`config.mk`:
```
export PLATFORM = sky130hd
export DESIGN_NAME = hilbert_curve_segment_generator
export DESIGN_NICKNAME = d
export VERILOG_FILES = /design/src/rtl/hcsg_pkg.sv /design/src/rtl/hcsg_level_stack.sv /design/src/rtl/hcsg_turtle.sv /design/src/rtl/hilbert_curve_segment_generator.sv
export SDC_FILE = /design/constraint.sdc
export NUM_CORES = 1
export LEC_CHECK = 0
export BUFFER_PORTS_ARGS = -buffer_cell sky130_fd_sc_hd__buf_2
export CORE_ASPECT_RATIO = 0.5
export CORE_MARGIN = 2
export CORE_UTILIZATION = 66
export DETAILED_ROUTE_END_ITERATION = 8
export PLACE_DENSITY = 0.86
export SYNTH_ARGS = -nofsm -noshare
export SYNTH_HDL_FRONTEND = slang
export SYNTH_SLANG_ARGS = --single-unit
```
`constraint.sdc`:
```
create_clock -name i_clk -period 9.9 [get_ports i_clk]
set_input_delay 0 -clock i_clk [delete_from_list [all_inputs] [get_ports i_clk]]
set_output_delay 0 -clock i_clk [all_outputs]
set_load 0.02 [all_outputs]
```
`src/rtl/hcsg_pkg.sv`:
```
// shared types, constants and the level-step microcode table of the hilbert segment generator
`default_nettype none

package hcsg_pkg;

    localparam int unsigned MAX_ORDER   = 8;
    localparam int unsigned STACK_DEPTH = MAX_ORDER;
    localparam int unsigned ORD_W       = 4;
    localparam int unsigned COORD_W     = 9;
    localparam int unsigned PC_W        = 3;
    localparam int unsigned IDX_W       = $clog2(STACK_DEPTH);
    localparam int unsigned DEPTH_W     = $clog2(STACK_DEPTH + 1);
    localparam int unsigned SEG_W       = 2 * MAX_ORDER;

    localparam logic [COORD_W-1:0] BASE_LEN = COORD_W'(479);

    typedef logic [PC_W-1:0] t_pc;

    // one control word per level step
    typedef struct packed {
        logic rot;       // turn left or right
        logic rot_inv;   // turn against the level parity
        logic push;      // descend one level if not at the bottom
        logic push_inv;  // child gets the opposite parity
        logic fwd;       // draw one segment
        logic pop;       // level finished
    } t_uop;

    typedef struct packed {
        logic init;
        logic step;
        logic push;
        logic push_neg;
        logic pop;
    } t_stk_ctl;

    typedef struct packed {
        logic init;
        logic rot;
        logic rot_neg;
        logic fwd;
    } t_trt_ctl;

    function automatic t_uop uop_rom(input t_pc pc);
        t_uop w;
        w = '0;
        unique case (pc)
            3'd0: begin w.rot = 1'b1; w.push = 1'b1; w.push_inv = 1'b1; end
            3'd1: begin w.fwd = 1'b1; end
            3'd2: begin w.rot = 1'b1; w.rot_inv = 1'b1; w.push = 1'b1; end
            3'd3: begin w.fwd = 1'b1; end
            3'd4: begin w.push = 1'b1; end
            3'd5: begin w.rot = 1'b1; w.rot_inv = 1'b1; w.fwd = 1'b1; end
            3'd6: begin w.push = 1'b1; w.push_inv = 1'b1; end
            3'd7: begin w.rot = 1'b1; w.pop = 1'b1; end
            default: w = '0;
        endcase
        return w;
    endfunction

endpackage

`default_nettype wire

```
`src/rtl/hcsg_level_stack.sv`:
```
// level stack: per-level step counter and parity, with push, pop and step update
`default_nettype none

module hcsg_level_stack (
    input  wire                              i_clk,
    input  wire                              i_rst_n,
    input  wire hcsg_pkg::t_stk_ctl          i_ctl,
    output hcsg_pkg::t_pc                    o_top_pc,
    output logic                             o_top_neg,
    output logic [hcsg_pkg::DEPTH_W-1:0]     o_depth
);

    // entry is {parity, step counter}
    logic [hcsg_pkg::PC_W:0]         r_stack [hcsg_pkg::STACK_DEPTH];
    logic [hcsg_pkg::DEPTH_W-1:0]    r_depth;
    logic [hcsg_pkg::DEPTH_W-1:0]    w_top;
    logic [hcsg_pkg::IDX_W-1:0]      w_top_idx;
    logic [hcsg_pkg::IDX_W-1:0]      w_push_idx;
    logic                            w_room;
    logic [hcsg_pkg::PC_W:0]         w_top_entry;

    assign w_top       = r_depth - 1'b1;
    assign w_top_idx   = w_top[hcsg_pkg::IDX_W-1:0];
    assign w_push_idx  = r_depth[hcsg_pkg::IDX_W-1:0];
    assign w_room      = r_depth < hcsg_pkg::DEPTH_W'(hcsg_pkg::STACK_DEPTH);
    assign w_top_entry = r_stack[w_top_idx];

    assign o_top_pc  = w_top_entry[hcsg_pkg::PC_W-1:0];
    assign o_top_neg = w_top_entry[hcsg_pkg::PC_W];
    assign o_depth   = r_depth;

    always_ff @(posedge i_clk) begin
        if (i_ctl.init) begin
            if (i_ctl.push) begin
                r_stack[0] <= '0;
            end
        end else begin
            if (i_ctl.step) begin
                r_stack[w_top_idx] <= {o_top_neg, o_top_pc + 1'b1};
            end
            if (i_ctl.push && w_room) begin
                r_stack[w_push_idx] <= {i_ctl.push_neg, hcsg_pkg::PC_W'(0)};
            end
        end
    end

    always_ff @(posedge i_clk) begin
        if (!i_rst_n) begin
            r_depth <= '0;
        end else if (i_ctl.init) begin
            r_depth <= i_ctl.push ? hcsg_pkg::DEPTH_W'(1) : '0;
        end else if (i_ctl.pop) begin
            r_depth <= r_depth - 1'b1;
        end else if (i_ctl.push && w_room) begin
            r_depth <= r_depth + 1'b1;
        end
    end

endmodule

`default_nettype wire

```
`src/rtl/hcsg_turtle.sv`:
```
// turtle: heading and pen position, turning and forward moves
`default_nettype none

module hcsg_turtle (
    input  wire                              i_clk,
    input  wire                              i_rst_n,
    input  wire hcsg_pkg::t_trt_ctl          i_ctl,
    input  wire  [hcsg_pkg::COORD_W-1:0]     i_step,
    output logic [hcsg_pkg::COORD_W-1:0]     o_pos_x,
    output logic [hcsg_pkg::COORD_W-1:0]     o_pos_y,
    output logic [hcsg_pkg::COORD_W-1:0]     o_nxt_x,
    output logic [hcsg_pkg::COORD_W-1:0]     o_nxt_y
);

    localparam logic [1:0] HEAD_EAST  = 2'd0;
    localparam logic [1:0] HEAD_NORTH = 2'd1;
    localparam logic [1:0] HEAD_WEST  = 2'd2;
    localparam logic [1:0] HEAD_SOUTH = 2'd3;

    logic [1:0]                   r_head;
    logic [1:0]                   w_head;
    logic [hcsg_pkg::COORD_W-1:0] r_pos_x;
    logic [hcsg_pkg::COORD_W-1:0] r_pos_y;

    // a turn and a move in the same step move along the new heading
    assign w_head = i_ctl.rot ? (r_head + (i_ctl.rot_neg ? 2'd3 : 2'd1)) : r_head;

    always_comb begin
        o_nxt_x = r_pos_x;
        o_nxt_y = r_pos_y;
        unique case (w_head)
            HEAD_EAST:  o_nxt_x = r_pos_x + i_step;
            HEAD_NORTH: o_nxt_y = r_pos_y + i_step;
            HEAD_WEST:  o_nxt_x = r_pos_x - i_step;
            HEAD_SOUTH: o_nxt_y = r_pos_y - i_step;
            default:    o_nxt_x = r_pos_x;
        endcase
    end

    assign o_pos_x = r_pos_x;
    assign o_pos_y = r_pos_y;

    always_ff @(posedge i_clk) begin
        if (!i_rst_n) begin
            r_head  <= HEAD_EAST;
            r_pos_x <= '0;
            r_pos_y <= '0;
        end else if (i_ctl.init) begin
            r_head  <= HEAD_EAST;
            r_pos_x <= '0;
            r_pos_y <= '0;
        end else begin
            r_head <= w_head;
            if (i_ctl.fwd) begin
                r_pos_x <= o_nxt_x;
                r_pos_y <= o_nxt_y;
            end
        end
    end

endmodule

`default_nettype wire

```
`src/rtl/hilbert_curve_segment_generator.sv`:
```
// top level: microcoded level-stack sequencer that emits hilbert curve segments
// a word is accepted while idle, then the walk runs microcode steps of the level stack until one
//   draws a segment or none is left, the first segment of a curve included
// throughput: one word in flight; the next word is accepted once its result is registered
// the result waits in an output register, so the next word may be taken meanwhile
// reset: synchronous, active low; clears control state and sets curve_order to 1,
//   the level stack is not cleared since every entry is pushed before it is read
`default_nettype none

module hilbert_curve_segment_generator (
    input  wire                              i_clk,
    input  wire                              i_rst_n,
    input  wire                              i_cfg_we,
    input  wire  [hcsg_pkg::ORD_W-1:0]       i_cfg_wdata,
    input  wire                              i_valid,
    output logic                             o_ready,
    input  wire                              i_start_req,
    output logic                             o_valid,
    input  wire                              i_ready,
    output logic [hcsg_pkg::COORD_W-1:0]     o_from_x,
    output logic [hcsg_pkg::COORD_W-1:0]     o_from_y,
    output logic [hcsg_pkg::COORD_W-1:0]     o_to_x,
    output logic [hcsg_pkg::COORD_W-1:0]     o_to_y,
    output logic                             o_last_segment,
    output logic                             o_done_res
);

    typedef enum logic {ST_IDLE, ST_WALK} t_state;

    t_state                         r_state;
    logic [hcsg_pkg::ORD_W-1:0]     r_order;
    logic [hcsg_pkg::ORD_W-1:0]     r_run_order;
    logic                           r_active;
    logic [hcsg_pkg::SEG_W-1:0]     r_seg_left;

    logic                           w_accept;
    logic                           w_start;
    logic [hcsg_pkg::ORD_W-1:0]     w_ord_sat;
    logic [hcsg_pkg::SEG_W:0]       w_seg_full;
    logic [hcsg_pkg::SEG_W-1:0]     w_seg_init;
    hcsg_pkg::t_pc                  w_top_pc;
    logic                           w_top_neg;
    logic [hcsg_pkg::DEPTH_W-1:0]   w_depth;
    hcsg_pkg::t_uop                 w_uop;
    logic                           w_walk;
    logic                           w_none;
    logic                           w_finish;
    logic                           w_out_free;
    logic                           w_go;
    logic                           w_exec;
    logic                           w_deeper;
    logic [hcsg_pkg::COORD_W-1:0]   w_step;
    logic [hcsg_pkg::COORD_W-1:0]   w_pos_x;
    logic [hcsg_pkg::COORD_W-1:0]   w_pos_y;
    logic [hcsg_pkg::COORD_W-1:0]   w_nxt_x;
    logic [hcsg_pkg::COORD_W-1:0]   w_nxt_y;
    hcsg_pkg::t_stk_ctl             w_stk_ctl;
    hcsg_pkg::t_trt_ctl             w_trt_ctl;

    assign o_ready  = (r_state == ST_IDLE);
    assign w_accept = i_valid && o_ready;
    assign w_start  = w_accept && i_start_req;

    assign w_ord_sat  = (r_order > hcsg_pkg::ORD_W'(hcsg_pkg::MAX_ORDER))
                      ? hcsg_pkg::ORD_W'(hcsg_pkg::MAX_ORDER) : r_order;
    assign w_seg_full = (hcsg_pkg::SEG_W+1)'(1) << {w_ord_sat, 1'b0};
    assign w_seg_init = hcsg_pkg::SEG_W'(w_seg_full - 1'b1);

    assign w_uop      = hcsg_pkg::uop_rom(w_top_pc);
    assign w_walk     = (r_state == ST_WALK);
    assign w_none     = !r_active || (r_seg_left == '0) || (w_depth == '0);
    assign w_finish   = w_walk && (w_none || w_uop.fwd);
    assign w_out_free = !o_valid || i_ready;
    // hold the whole step while a finished result cannot be registered
    assign w_go       = w_walk && !(w_finish && !w_out_free);
    assign w_exec     = w_go && !w_none;
    assign w_deeper   = w_depth < hcsg_pkg::DEPTH_W'(r_run_order);
    assign w_step     = hcsg_pkg::BASE_LEN >> r_run_order;

    always_comb begin
        w_stk_ctl          = '0;
        w_stk_ctl.init     = w_start;
        w_stk_ctl.step     = w_exec;
        w_stk_ctl.pop      = w_exec && w_uop.pop;
        w_stk_ctl.push     = w_start ? (w_ord_sat != '0) : (w_exec && w_uop.push && w_deeper);
        w_stk_ctl.push_neg = w_start ? 1'b0 : (w_top_neg ^ w_uop.push_inv);

        w_trt_ctl          = '0;
        w_trt_ctl.init     = w_start;
        w_trt_ctl.rot      = w_exec && w_uop.rot;
        w_trt_ctl.rot_neg  = w_top_neg ^ w_uop.rot_inv;
        w_trt_ctl.fwd      = w_exec && w_uop.fwd;
    end

    hcsg_level_stack u_stack (
        .i_clk     (i_clk),
        .i_rst_n   (i_rst_n),
        .i_ctl     (w_stk_ctl),
        .o_top_pc  (w_top_pc),
        .o_top_neg (w_top_neg),
        .o_depth   (w_depth)
    );

    hcsg_turtle u_turtle (
        .i_clk   (i_clk),
        .i_rst_n (i_rst_n),
        .i_ctl   (w_trt_ctl),
        .i_step  (w_step),
        .o_pos_x (w_pos_x),
        .o_pos_y (w_pos_y),
        .o_nxt_x (w_nxt_x),
        .o_nxt_y (w_nxt_y)
    );

    always_ff @(posedge i_clk) begin
        if (!i_rst_n) begin
            r_state        <= ST_IDLE;
            r_order        <= hcsg_pkg::ORD_W'(1);
            r_run_order    <= '0;
            r_active       <= 1'b0;
            r_seg_left     <= '0;
            o_valid        <= 1'b0;
            o_from_x       <= '0;
            o_from_y       <= '0;
            o_to_x         <= '0;
            o_to_y         <= '0;
            o_last_segment <= 1'b0;
            o_done_res     <= 1'b0;
        end else begin
            if (i_cfg_we) begin
                r_order <= i_cfg_wdata;
            end

            if (o_valid && i_ready && !(w_go && w_finish)) begin
                o_valid <= 1'b0;
            end

            if (w_accept) begin
                r_state <= ST_WALK;
                if (i_start_req) begin
                    r_run_order <= w_ord_sat;
                    r_active    <= (w_ord_sat != '0);
                    r_seg_left  <= w_seg_init;
                end
            end

            if (w_go && w_finish) begin
                r_state <= ST_IDLE;
                o_valid <= 1'b1;
                if (w_none) begin
                    r_active       <= 1'b0;
                    o_from_x       <= '0;
                    o_from_y       <= '0;
                    o_to_x         <= '0;
                    o_to_y         <= '0;
                    o_last_segment <= 1'b0;
                    o_done_res     <= 1'b1;
                end else begin
                    r_seg_left     <= r_seg_left - 1'b1;
                    o_from_x       <= w_pos_x;
                    o_from_y       <= w_pos_y;
                    o_to_x         <= w_nxt_x;
                    o_to_y         <= w_nxt_y;
                    o_last_segment <= (r_seg_left == hcsg_pkg::SEG_W'(1));
                    o_done_res     <= 1'b0;
                    if (r_seg_left == hcsg_pkg::SEG_W'(1)) begin
                        r_active <= 1'b0;
                    end
                end
            end
        end
    end

    a_done_zero: assert property (@(posedge i_clk) disable iff (!i_rst_n)
        o_valid && o_done_res |-> o_from_x == '0 && o_from_y == '0 && o_to_x == '0
                                  && o_to_y == '0 && !o_last_segment)
        else $error("done result carries nonzero fields");

    a_depth_bound: assert property (@(posedge i_clk) disable iff (!i_rst_n)
        w_depth <= hcsg_pkg::DEPTH_W'(r_run_order))
        else $error("level stack deeper than the curve order");

    a_last_ends: assert property (@(posedge i_clk) disable iff (!i_rst_n)
        w_exec && w_uop.fwd && r_seg_left == hcsg_pkg::SEG_W'(1)
        |=> !r_active && r_state == ST_IDLE && o_valid && o_last_segment)
        else $error("final segment did not end the curve");

    a_no_step_idle: assert property (@(posedge i_clk) disable iff (!i_rst_n)
        !w_walk |-> !w_stk_ctl.step && !w_trt_ctl.fwd && !w_trt_ctl.rot)
        else $error("microcode step issued outside the walk");

endmodule

`default_nettype wire

```
==> implementation parameters <==
Parameter                              Value

Status
  Run status ... finished, final reports clean

Timing
  Hold violation count in the final report ... 0
  Slew at the pin with the worst max-slew slack ... 1.122 ns
  Clk_skew ... a little over 0.007 ns
  Normalized max-slew margin ... 0.2466
  Max Transition Viols Final ... 0
  Final setup violation count ... 0
  Minimum period implied by the final worst setup slack ... 7.732 ns
  Upper clock frequency limit ... 129.3 MHz
  Unrepaired setup endpoints after global routing ... no
  Setup_tns ... 0 ns
  Period utilisation layout ... 0.7810

Critical path
  Category of the critical setup timing path ... flip-flop to flip-flop
  Startpoint of the worst-slack reg-to-reg timing path ... u_stack.o_depth[0]$_SDFFE_PN0P_
  Kind of start point of the critical path ... flip-flop
  FF-to-FF End ... o_to_x[8]$_SDFFE_PN0P_
  Critical path endpoint category ... flip-flop
  Top fanout value on the critical path ... 18
  Reg2reg path depth ... 25
  Arrival time at the worst endpoint ... 8.01 ns
  Register-to-register setup slack ... 2.17 ns
  Data required time at the worst endpoint ... 10.17 ns

Synthesis
  Count of unique library cells instantiated by Yosys ... 71
  Cell area after synthesis ... 0.006845 sq mm
  Most used flip-flop cell after synthesis ... sky130_fd_sc_hd__dfxtp_1
  Cells after Synth ... 801
  Dominant cell type by area after synthesis ... sky130_fd_sc_hd__dfxtp_1
  FFs w/ async S/R, synth ... 0
  Mapped Nets ... 844
  Post-synthesis average cell area ... 8.546 sq um
  EDFF count, synth ... 8
  Synth top area cells ... sky130_fd_sc_hd__dfxtp_1 33%, sky130_fd_sc_hd__mux2i_1 7.5%, sky130_fd_sc_hd__ha_1 5.7%
  Flops & latches, synth ... 121
  Fraction of the yosys area taken by sequential cells ... 0.3656
  Synth Warn # ... 0
  Area fraction of the dominant cell type after synthesis ... 0.3305

Route
  Total Routed Length ... 16730 microns
  Number of remaining DRC errors ... 0
  Drt wl/cell ... 16.99 microns
  Router iterations before antenna repair ... 5
  Via count ... 6165
  Post-DRT Antenna Nets ... 0
  Vias per cell ... 6.259
  Detailed router's first-iteration violation count ... 641

Global routing
  Via count of the first global-routing pass ... 5641
  Global-route congestion overflow total ... 0
  Pin count of the biggest net entering global routing ... 39
  Wire length of the first global-routing pass ... between 20000 and 30000 microns
  GRT Total Usage ... 0.3036
  Antenna violations before repair ... 0

Finish
  Number of nets in the final layout ... between 800 and 900
  Area of all sequential standard cells ... 0.002502 sq mm
  Area of the multi-input gates ... 0.004026 sq mm
  Total of fill cells in the finished design ... 733
  Final core utilization ... 0.7668
  Layout-stage area growth over the synthesis result ... 13.69%
  Final antenna diode count ... 0
  Final standard cell area without fillers ... 0.007782 sq mm
  Share of post-route cells with drive strength above 1 ... 0.1373

Floorplanning
  X dimension of the die ... about 150 microns
  Floorplan row count ... 26
  Die Footprint ... between 0.01 and 0.015 sq mm
  Vertical die dimension ... 76.02 microns
  Core region area ... 0.01015 sq mm
  Initial core utilization ... 0.6744
  Number of top-level pins ... 50

Power
  PD cells ... 157.3 mW/mm^2
  Maximum VDD drop ... between 0.0001 and 0.00015 V
  Leakage power summed over all cells ... roughly 3.4 nW

Hold path
  Hold worst-path end ... r_order[0]$_SDFFE_PN1P_
  Cell depth of the worst hold path ... 2
  Start point of the worst min-delay path ... i_rst_n
  Worst min path class ... input port to flip-flop

CTS
  CTS Hold Bufs ... 10
  Worst-path clk slew ... 0.06 ns
  Root buffer cell ... sky130_fd_sc_hd__clkbuf_16
  CTS tree ... built
  Sink count of the clock tree ... 121
  Deepest clock path buffer count ... 2
  H-tree levels ... 4
  Later-pin clock latency in the skew report ... 0.42 ns
  Post-CTS resize count ... 0
  Number of setup buffers added after CTS ... 0
  Number of clock buffers inserted by TritonCTS ... 17

Placement
  Post-DP Area ... 0.007111 sq mm
  Final weighted congestion in routability-driven placement ... 0.8997
  Port buffer count ... 49
  Dpl hpwl ... 11020 microns

Run
  Max-cap check violation count ... 0
==> report_power, final <==
part / internal (W) / total [W] / switching (W)
Sequential: 0.000499 / 0.000512 / 0.0000131
Clock: 0.000359 / 0.000595 / 0.000236
Combinational: 0.0000449 / 0.000117 / 0.0000721
==> per-stage QoR <==
stage / worst slack (ns) / std cells / hold slack, ns / total power, W
after global placement: 2.752 / 943 / 0.2152 / 0.0006286
after CTS: 2.333 / 985 / 0.01333 / 0.001224
final: 2.168 / 985 / 0.02588 / 0.001224
after detailed placement: 2.473 / 943 / 0.2203 / 0.0006312
after floorplan: 3.636 / 801 / 0.1102 / 0.0006061
after global routing: 1.572 / 985 / 0.07886 / 0.001264
==> critical path: stages (launching register included) <==
cell and delay [ns]:
sky130_fd_sc_hd__dfxtp_1 0.87, sky130_fd_sc_hd__inv_1 0.30, sky130_fd_sc_hd__ha_1 0.78, sky130_fd_sc_hd__mux4_2 0.40
sky130_fd_sc_hd__mux2i_1 0.34, sky130_fd_sc_hd__inv_2 0.11, sky130_fd_sc_hd__ha_1 0.23, sky130_fd_sc_hd__ha_1 0.18
sky130_fd_sc_hd__nor2_1 0.33, sky130_fd_sc_hd__o2111ai_1 0.24, sky130_fd_sc_hd__a21oi_1 0.16, sky130_fd_sc_hd__buf_4 0.23
sky130_fd_sc_hd__o21ai_1 0.22, sky130_fd_sc_hd__and3_1 0.29, sky130_fd_sc_hd__a31oi_1 0.42, sky130_fd_sc_hd__a21oi_1 0.20
sky130_fd_sc_hd__fa_1 0.48, sky130_fd_sc_hd__a21o_1 0.18, sky130_fd_sc_hd__a21oi_1 0.22, sky130_fd_sc_hd__o21bai_1 0.09
sky130_fd_sc_hd__a21oi_1 0.25, sky130_fd_sc_hd__o21ai_0 0.25, sky130_fd_sc_hd__nand3_1 0.16, sky130_fd_sc_hd__a211oi_1 0.06
sky130_fd_sc_hd__a2111oi_0 0.42, sky130_fd_sc_hd__o211ai_1 0.16
==> flip-flops by register name, summed over array words and instances (netlist names), 4 cells and up <==
register and count:
r_order 4, r_seg_left 16, o_to_y 9, u_turtle.o_pos_y 9
o_to_x 9, u_stack.r_stack 32, o_from_x 9, u_turtle.o_pos_x 9
u_stack.o_depth 4, r_run_order 4, o_from_y 9
==> layer usage <==
layer / global-route usage / part of all wire / up-vias
met5: 0 / 0 / -
met4: 0.1133 / 0.016 / 0
met3: 0.07126 / 0.087 / 38
met2: 0.4773 / 0.45 / 303
met1: 0.4102 / 0.44 / 2904
li1: - / - / 2920
==> layout by cell type (no fill, tap or decap), types with 9 or more instances in the layout <==
master                            n
sky130_fd_sc_hd__dfxtp_1        113
sky130_fd_sc_hd__nor2_1          94
sky130_fd_sc_hd__nand2_1         80
sky130_fd_sc_hd__mux2i_1         51
sky130_fd_sc_hd__buf_2           49
sky130_fd_sc_hd__a21oi_1         46
sky130_fd_sc_hd__o21ai_0         41
sky130_fd_sc_hd__ha_1            31
sky130_fd_sc_hd__inv_1           30
sky130_fd_sc_hd__a22o_1          19
sky130_fd_sc_hd__nand3_1         18
sky130_fd_sc_hd__clkbuf_16       17
sky130_fd_sc_hd__xnor2_1         16
sky130_fd_sc_hd__nor3_1          14
sky130_fd_sc_hd__nor2b_1         13
sky130_fd_sc_hd__and3_1          12
sky130_fd_sc_hd__a211oi_1        12
sky130_fd_sc_hd__a31oi_1         10
sky130_fd_sc_hd__dlygate4sd3_1   10
sky130_fd_sc_hd__xor2_1           9
sky130_fd_sc_hd__a21boi_0         9
==> cells by family (layout without fill, tap and decap cells) <==
family | Yosys count | in the layout | synth area share
adders and majority gates | 33 | 33 | 0.06251
and+or+nand+nor | 270 | 270 | 0.1808
DFF | 121 | 121 | 0.3656
xor gates and xnor gates | 28 | 28 | 0.03802
AOI/OAI and AO/OA | 202 | 202 | 0.1974
buffers and inverters | 85 | 129 | 0.04953
muxes | 62 | 62 | 0.1062
==> synth_stat cells, types with 4 or more instances <==
cell type and number:
sky130_fd_sc_hd__nand4_1 4, sky130_fd_sc_hd__o21ai_0 41, sky130_fd_sc_hd__edfxtp_1 8, sky130_fd_sc_hd__nor2_1 94, sky130_fd_sc_hd__clkbuf_1 39, sky130_fd_sc_hd__ha_1 31, sky130_fd_sc_hd__o22ai_1 8, sky130_fd_sc_hd__xnor2_1 17
sky130_fd_sc_hd__a211oi_1 12, sky130_fd_sc_hd__o211ai_1 8, sky130_fd_sc_hd__a22o_1 19, sky130_fd_sc_hd__nand3_1 18, sky130_fd_sc_hd__mux4_2 7, sky130_fd_sc_hd__inv_1 30, sky130_fd_sc_hd__and2_1 8, sky130_fd_sc_hd__nor4_1 4
sky130_fd_sc_hd__nor2b_1 14, sky130_fd_sc_hd__and3_1 12, sky130_fd_sc_hd__xor2_1 9, sky130_fd_sc_hd__nand2b_1 4, sky130_fd_sc_hd__a21boi_0 9, sky130_fd_sc_hd__or2_2 4, sky130_fd_sc_hd__a21oi_1 46, sky130_fd_sc_hd__nor3_1 14
sky130_fd_sc_hd__buf_1 7, sky130_fd_sc_hd__mux2i_1 51, sky130_fd_sc_hd__buf_2 4, sky130_fd_sc_hd__a21o_1 5, sky130_fd_sc_hd__nand2_1 80, sky130_fd_sc_hd__dfxtp_1 113, sky130_fd_sc_hd__o21a_1 7, sky130_fd_sc_hd__a31oi_1 10
==> how the worst max path moves through the flow <==
stage,startpoint,end,slack (ns),depth (start not counted)
final,u_stack.o_depth[0]$_SDFFE_PN0P_,o_to_x[8]$_SDFFE_PN0P_,2.17,25
after global routing,u_stack.o_depth[0]$_SDFFE_PN0P_,o_to_x[8]$_SDFFE_PN0P_,1.57,25
after CTS,u_stack.o_depth[0]$_SDFFE_PN0P_,o_to_x[8]$_SDFFE_PN0P_,2.33,25
after detailed placement,u_stack.o_depth[0]$_SDFFE_PN0P_,o_to_x[8]$_SDFFE_PN0P_,2.47,25
after global placement,u_stack.o_depth[0]$_SDFFE_PN0P_,o_to_x[8]$_SDFFE_PN0P_,2.75,25
after floorplan,u_stack.o_depth[0]$_SDFFE_PN0P_,o_to_x[8]$_SDFFE_PN0P_,3.64,28
==> cell type report <==
cell class,instances,share of cell area
Multi-Input combinational cell,595,0.5174
Sequential cell,121,0.3215
Clock buffer,19,0.05820
Timing Repair Buffer,64,0.04920
Tap cell,140,0.02251
Inverter,33,0.01592
Clock inverter,13,0.01527
Power figures use the tool's default switching activity.
